### config.mk
export PLATFORM = sky130hd
export DESIGN_NAME = lfu_page_replacement
export DESIGN_NICKNAME = d
export VERILOG_FILES = /design/src/hdl/lfupr_pkg.sv /design/src/hdl/lfupr_table.sv /design/src/hdl/lfupr_scan.sv /design/src/hdl/lfu_page_replacement.sv
export SDC_FILE = /design/constraint.sdc
export NUM_CORES = 1
export LEC_CHECK = 0
export ABC_AREA = 1
export BUFFER_PORTS_ARGS = -buffer_cell sky130_fd_sc_hd__buf_2
export CAP_MARGIN = 20
export CORE_UTILIZATION = 60
export CTS_CLUSTER_SIZE = 12
export DETAILED_ROUTE_END_ITERATION = 12
export GPL_TIMING_DRIVEN = 0
export PLACE_DENSITY_LB_ADDON = 0.2
export SLEW_MARGIN = 20
export SYNTH_ARGS = -nofsm -noshare
export SYNTH_HDL_FRONTEND = slang
export SYNTH_SLANG_ARGS = --single-unit
### constraint.sdc
create_clock -name clk -period 4.6 [get_ports clk]
set_clock_uncertainty 0.1 [all_clocks]
set_input_delay 0 -clock clk [delete_from_list [all_inputs] [get_ports clk]]
set_output_delay 0 -clock clk [all_outputs]
set_load 0.01 [all_outputs]
### src/hdl/lfupr_pkg.sv
// Shared types and constants for the LFU page replacement block.
package lfupr_pkg;

  localparam int PAGE_W      = 8;
  localparam int COUNT_W     = 16;
  localparam int SLOT_W      = 2;
  localparam int ENTRIES_DEF = 4;

  typedef logic [PAGE_W-1:0]  page_t;
  typedef logic [COUNT_W-1:0] count_t;
  typedef logic [SLOT_W-1:0]  slot_t;

  // Page zero marks an empty table entry.
  localparam page_t  EMPTY_PAGE = '0;
  localparam count_t COUNT_MAX  = '1;
  localparam count_t COUNT_ONE  = count_t'(1);

  // Flags collected by the table scan.
  typedef struct packed {
    logic found;
    logic has_free;
  } scan_flags_t;

endpackage

### src/hdl/lfupr_table.sv
// Page and count storage with per-entry valid bits and a registered read port.
module lfupr_table #(
  parameter int ENTRIES = lfupr_pkg::ENTRIES_DEF,
  parameter int IDX_W   = $clog2(ENTRIES)
) (
  input  logic                clk,
  input  logic                rst,
  input  logic [IDX_W-1:0]    raddr,
  output lfupr_pkg::page_t    rd_page,
  output lfupr_pkg::count_t   rd_count,
  input  logic                we,
  input  logic [IDX_W-1:0]    waddr,
  input  lfupr_pkg::page_t    wpage,
  input  lfupr_pkg::count_t   wcount
);
  import lfupr_pkg::*;

  page_t               page_mem  [ENTRIES];
  count_t              count_mem [ENTRIES];
  logic [ENTRIES-1:0]  valid;
  page_t               page_q;
  count_t              count_q;
  logic                valid_q;

  // Memory write and registered read.
  always_ff @(posedge clk) begin
    if (we) begin
      page_mem[waddr]  <= wpage;
      count_mem[waddr] <= wcount;
    end
    page_q  <= page_mem[raddr];
    count_q <= count_mem[raddr];
  end

  // Valid bits stand in for the cleared table after reset.
  always_ff @(posedge clk) begin
    if (rst) begin
      valid   <= '0;
      valid_q <= 1'b0;
    end else begin
      if (we) begin
        valid[waddr] <= 1'b1;
      end
      valid_q <= valid[raddr];
    end
  end

  // An entry never written reads as empty with a zero count.
  assign rd_page  = valid_q ? page_q  : EMPTY_PAGE;
  assign rd_count = valid_q ? count_q : '0;

endmodule

### src/hdl/lfupr_scan.sv
// Shared compare unit that examines one table entry per cycle.
module lfupr_scan #(
  parameter int ENTRIES = lfupr_pkg::ENTRIES_DEF,
  parameter int IDX_W   = $clog2(ENTRIES)
) (
  input  logic                   clk,
  input  logic                   rst,
  input  logic                   clear,
  input  logic                   cmp_vld,
  input  logic [IDX_W-1:0]       cmp_idx,
  input  lfupr_pkg::page_t       ref_page,
  input  lfupr_pkg::page_t       rd_page,
  input  lfupr_pkg::count_t      rd_count,
  output lfupr_pkg::scan_flags_t flags,
  output logic [IDX_W-1:0]       found_idx,
  output lfupr_pkg::count_t      found_cnt,
  output logic [IDX_W-1:0]       free_idx,
  output logic [IDX_W-1:0]       victim_idx,
  output lfupr_pkg::page_t       victim_page
);
  import lfupr_pkg::*;

  count_t min_cnt;

  // Flags restart with every new transaction.
  always_ff @(posedge clk) begin
    if (rst || clear) begin
      flags <= '0;
    end else if (cmp_vld) begin
      if (!flags.found && rd_page == ref_page) begin
        flags.found <= 1'b1;
      end
      if (!flags.has_free && rd_page == EMPTY_PAGE) begin
        flags.has_free <= 1'b1;
      end
    end
  end

  // First match, first free entry and first entry with the lowest count.
  always_ff @(posedge clk) begin
    if (cmp_vld) begin
      if (!flags.found && rd_page == ref_page) begin
        found_idx <= cmp_idx;
        found_cnt <= rd_count;
      end
      if (!flags.has_free && rd_page == EMPTY_PAGE) begin
        free_idx <= cmp_idx;
      end
      if (cmp_idx == '0 || rd_count < min_cnt) begin
        victim_idx  <= cmp_idx;
        victim_page <= rd_page;
        min_cnt     <= rd_count;
      end
    end
  end

endmodule

### src/hdl/lfu_page_replacement.sv
// Top level of the LFU page replacement block: sequencer and result register.
//
// Input channel: in_valid, in_stall and page, one page reference per
// transaction. Output channel: out_valid, out_stall and the fields hit,
// slot, evicted, evicted_page and use_count, one result per reference.
// The table is read one entry per cycle through a single memory read port,
// and one compare unit checks each entry for a match, a free place and the
// lowest count. After acceptance an item passes the scan, drain and update
// states before its result is written to the output register, and the next
// item is accepted only once that result has been written.
// in_stall stays high from acceptance until the result has been written.
// A result waits in the output register while out_stall is high; the block
// still takes and scans the next reference, and holds it at the update step
// until the register is free. Page zero is reserved: it leaves the table
// unchanged and returns all-zero fields.
// Reset clears the table through per-entry valid bits, and in_stall is high
// while rst is high.
module lfu_page_replacement #(
  parameter int ENTRIES = lfupr_pkg::ENTRIES_DEF
) (
  input  logic               clk,
  input  logic               rst,
  input  logic               in_valid,
  output logic               in_stall,
  input  lfupr_pkg::page_t   page,
  output logic               out_valid,
  input  logic               out_stall,
  output logic               hit,
  output lfupr_pkg::slot_t   slot,
  output logic               evicted,
  output lfupr_pkg::page_t   evicted_page,
  output lfupr_pkg::count_t  use_count
);
  import lfupr_pkg::*;

  localparam int IDX_W = $clog2(ENTRIES);
  localparam logic [IDX_W-1:0] LAST_IDX = IDX_W'(ENTRIES - 1);

  localparam logic [1:0] S_IDLE   = 2'd0;
  localparam logic [1:0] S_SCAN   = 2'd1;
  localparam logic [1:0] S_DRAIN  = 2'd2;
  localparam logic [1:0] S_UPDATE = 2'd3;

  logic [1:0]       state;
  logic [1:0]       state_next;
  logic [IDX_W-1:0] addr;
  logic             cmp_vld;
  logic [IDX_W-1:0] cmp_idx;
  page_t            ref_page;

  page_t            rd_page;
  count_t           rd_count;
  scan_flags_t      flags;
  logic [IDX_W-1:0] found_idx;
  count_t           found_cnt;
  logic [IDX_W-1:0] free_idx;
  logic [IDX_W-1:0] victim_idx;
  page_t            victim_page;

  logic             accept;
  logic             out_free;
  logic             finish;
  logic             we;
  logic [IDX_W-1:0] waddr;
  count_t           wcount;
  logic             res_hit;
  logic             res_evicted;
  page_t            res_evicted_page;

  assign in_stall = rst || (state != S_IDLE);
  assign accept   = in_valid && !in_stall;
  assign out_free = !out_valid || !out_stall;
  assign finish   = (state == S_UPDATE) && out_free;

  lfupr_table #(.ENTRIES(ENTRIES), .IDX_W(IDX_W)) u_table (
    .clk      (clk),
    .rst      (rst),
    .raddr    (addr),
    .rd_page  (rd_page),
    .rd_count (rd_count),
    .we       (we),
    .waddr    (waddr),
    .wpage    (ref_page),
    .wcount   (wcount)
  );

  lfupr_scan #(.ENTRIES(ENTRIES), .IDX_W(IDX_W)) u_scan (
    .clk         (clk),
    .rst         (rst),
    .clear       (accept),
    .cmp_vld     (cmp_vld),
    .cmp_idx     (cmp_idx),
    .ref_page    (ref_page),
    .rd_page     (rd_page),
    .rd_count    (rd_count),
    .flags       (flags),
    .found_idx   (found_idx),
    .found_cnt   (found_cnt),
    .free_idx    (free_idx),
    .victim_idx  (victim_idx),
    .victim_page (victim_page)
  );

  // Sequencer: entry zero is read at acceptance, the rest during the scan.
  always_comb begin
    state_next = state;
    unique case (state)
      S_IDLE:   if (accept) state_next = S_SCAN;
      S_SCAN:   if (addr == LAST_IDX) state_next = S_DRAIN;
      S_DRAIN:  state_next = S_UPDATE;
      S_UPDATE: if (out_free) state_next = S_IDLE;
      default:  state_next = S_IDLE;
    endcase
  end

  always_ff @(posedge clk) begin
    if (rst) begin
      state   <= S_IDLE;
      addr    <= '0;
      cmp_vld <= 1'b0;
    end else begin
      state <= state_next;
      if (accept || state == S_SCAN) begin
        cmp_vld <= 1'b1;
        cmp_idx <= addr;
        addr    <= addr + 1'b1;
      end else begin
        cmp_vld <= 1'b0;
        addr    <= '0;
      end
    end
  end

  // The reference is held for the whole transaction.
  always_ff @(posedge clk) begin
    if (accept) begin
      ref_page <= page;
    end
  end

  // Table update: hit, fill of a free entry, or replacement of the victim.
  always_comb begin
    res_hit          = 1'b0;
    res_evicted      = 1'b0;
    res_evicted_page = EMPTY_PAGE;
    waddr            = victim_idx;
    wcount           = COUNT_ONE;
    if (flags.found) begin
      res_hit = 1'b1;
      waddr   = found_idx;
      wcount  = (found_cnt == COUNT_MAX) ? COUNT_MAX : found_cnt + COUNT_ONE;
    end else if (flags.has_free) begin
      waddr = free_idx;
    end else begin
      res_evicted      = 1'b1;
      res_evicted_page = victim_page;
    end
  end

  assign we = finish && (ref_page != EMPTY_PAGE);

  // Output register: holds a result until the receiver takes it.
  always_ff @(posedge clk) begin
    if (rst) begin
      out_valid <= 1'b0;
    end else if (finish) begin
      out_valid <= 1'b1;
    end else if (!out_stall) begin
      out_valid <= 1'b0;
    end
  end

  always_ff @(posedge clk) begin
    if (finish) begin
      if (ref_page == EMPTY_PAGE) begin
        hit          <= 1'b0;
        slot         <= '0;
        evicted      <= 1'b0;
        evicted_page <= EMPTY_PAGE;
        use_count    <= '0;
      end else begin
        hit          <= res_hit;
        slot         <= SLOT_W'(waddr);
        evicted      <= res_evicted;
        evicted_page <= res_evicted_page;
        use_count    <= wcount;
      end
    end
  end

endmodule

==> reports/qor.txt <==
Largest net degree at the start of global routing -> 30
Synthesized flop and latch total -> 217
CTS Buf Count -> 22
Die height -> 121.5 um
Worst endpoint required time -> 4.69 ns
Yosys cell types -> 34
Vias per cell -> 5.630
Sequential cell area fraction in the yosys report -> 71.69%
Setup TNS -> 0 ns
Longest Clk Path Bufs -> 3
CTS tree -> yes
IO Port Bufs -> 40
Crit path DAT -> 3.04 ns
Synthesis Warnings -> 0
Actual slew at the worst max-slew pin -> 1.060 ns
Clk root buf -> clkbuf_16
Detailed Routing Iterations Pass 1 -> 5
Worst skew pair latency -> 0.50 ns
GP Congestion -> 0.9195
Critical path startpoint category -> flip-flop
Post-synthesis cell count -> 711
WS Path Type -> reg2reg
Die Area -> 0.01477 mm2
Initial drt markers -> 535
Core Rows -> 43
HP Class -> in2reg
Core area -> 0.01393 mm2
P_leak -> 4.027 nW
First-pass GRT wire length -> 27.21 mm
Max Cap Viol -> 0
Initial core utilization -> 61.52%
Reg clk slew, reported paths -> 0.06 ns
Post_cts resized -> 0
Final setup violation count -> 0
Vias in the first global route -> 5340
Final HPWL DP -> 11.82 mm
Critical Path Fanout Max -> 23
Final Slew Violations -> 0
Fmax -> 339.3 MHz
Fin util -> 70.43%
Syn nets -> 744
Worst Setup End Kind -> flip-flop
Layout fillers -> 936
Fin crit period -> 2.947 ns
ANT nets after route -> 0
Io pins -> 42
Mapped cell area -> 0.008573 mm2
Final Hold Viols -> 0
Share of layout cells above drive strength 1 -> 11.32%
Area growth from synthesis to layout -> 14.48%
Power, Total -> 0.004895 W
Max VDD drop -> 372.6 uV
Fin crit share -> 64.07%
Crit path largest cell delay -> 0.43 ns
Die Width -> 121.5 um
Total clock sinks -> 217
NumNets Final -> 821
DR vias -> 5540
Worst slew margin -> 29.25%
Outcome -> finished clean
CTS H-tree depth -> 1
RSZ-0062 raised after global routing -> no
Post-CTS Setup Inserts -> 0
GRT overflow -> 0
Number of hold buffers added after CTS -> 11
Avg Cell Area, Syn -> 12.06 um2
WL/cell -> 17.85 um
Residual DRC -> 0
Pwr per Cell Area -> 498.8 mW/mm2
Crit path cell chain -> buf_4 -> clkbuf_1 -> nand2_1 -> inv_1 -> ha_1 -> a21oi_1 -> o21a_1 -> nand2_1 -> nand2_1 -> nand2_1 -> a21oi_4 -> buf_16
Initial antenna violation count -> 0
WL final -> 17.57 mm
Global Route Usage Sum -> 24.58%
CP dominant cell by count -> nand2_1
CP max-delay cell -> dfxtp_1
Ant diodes -> 0
## synth_stat cells (all sizes together)
cell,instances,area [um2]
a21o,2,15.01
a21oi,31,155.2
and3,1,6.260
buf,4,35.03
clkbuf,16,60.06
dfxtp,37,740.7
edfxtp,180,5405
ha,21,262.8
inv,109,409.1
nand2,76,297.8
nand3,14,82.58
nand4,7,43.79
nor2,100,409.1
nor3,7,35.03
nor4,3,25.02
o21a,1,7.510
o21ai,63,319.1
o22ai,29,181.4
or2,2,12.52
xnor2,1,8.760
xor2,7,61.31
## critical path: cells and delay by family (launching register included)
family / cells / cell delay [ns]
and+or+nand+nor: 4 / 0.31
AOI/OAI and AO/OA: 3 / 0.60
DFF: 1 / 0.43
buffers and inverters: 4 / 0.93
adders and majority gates: 1 / 0.28
## area by class of cell
cell class                 instances  area, um2  area share [%]
tap                              180      225.2           2.295
buffer                            20      95.09          0.9689
sequential                       217       6146           62.62
multi-input combinational        365       1936           19.72
inverter                         109      409.1           4.169
clock inverter                     2      8.758         0.08924
clock buffer                      38      641.9           6.540
timing repair buffer              53      352.8           3.595
## cell usage in the layout, fill, tap and decap left out, drive strengths merged, types with 7 or more instances in the layout
master / netlist / routed
nand4: 7 / 7
xor2: 7 / 7
clkbuf: 16 / 54
buf: 4 / 46
nand3: 14 / 14
nand2: 76 / 76
o22ai: 29 / 29
a21oi: 31 / 31
dfxtp: 37 / 37
o21ai: 63 / 63
nor2: 100 / 100
nor3: 7 / 7
inv: 109 / 108
edfxtp: 180 / 180
dlygate4sd3: 0 / 11
ha: 21 / 21
## state kept, by name, indices dropped and copies added (netlist names), 4 cells and up
name and cells:
u_scan.found_cnt 16, u_table.valid 4, u_table.page_mem 32, u_scan.min_cnt 16, evicted_page 8, ref_page 8
u_scan.victim_page 8, u_table.page_q 8, u_table.count_q 16, u_table.count_mem 64, use_count 16
## stage by stage
stage          hold WS, ns  setup WS [ns]  cells  instance area (um2)
6_report            0.1184          1.653    984                 9814
5_1_grt             0.1276          1.427    984                 9814
4_1_cts             0.1039          1.403    983                 9799
3_5_place_dp       0.07810          1.404    932                 9039
3_3_place_gp       0.07616         0.2183    931                 8999
2_1_floorplan    -0.001131          1.195    711                 8573
## report_power, final
part / switching, W / leakage [nW] / internal [W]
logic: 0.000538 / 1.74 / 0.000246
clock network: 0.000672 / 0.313 / 0.000942
registers: 0.0000987 / 1.97 / 0.00240
total: 0.00131 / 4.03 / 0.00359
## cell families (layout without fill, tap and decap cells)
kind of cell | Yosys count | count (layout) | share of synthesized area (%)
XOR/XNOR | 8 | 8 | 0.8173
buffers and inverters | 129 | 222 | 5.881
adder cells (fa/ha/maj) | 21 | 21 | 3.065
AO/OA/AOI/OAI | 126 | 126 | 7.910
flip-flops | 217 | 217 | 71.69
AND/OR/NAND/NOR | 210 | 210 | 10.64
## path summary, 6_finish.rpt
kind,startpoint,cells past startpoint,slack (ns),to
max,u_table.valid_q,12,1.65,u_scan.victim_idx[1]
min,page[1],2,0.12,ref_page[1]
max reg2reg,u_table.valid_q,12,1.65,u_scan.victim_idx[1]
min reg2reg,addr[0],0,0.36,cmp_idx[0]
## per-layer routing
metal	vias to the layer above	share of wire, %	GRT usage, %
met5	-	0	0
met4	0	1.9	8.642
met3	33	8.1	3.933
met2	257	46	38.46
met1	2659	44	35.23
li1	2591	-	-
Note: power is estimated with default switching activity, not from simulation.
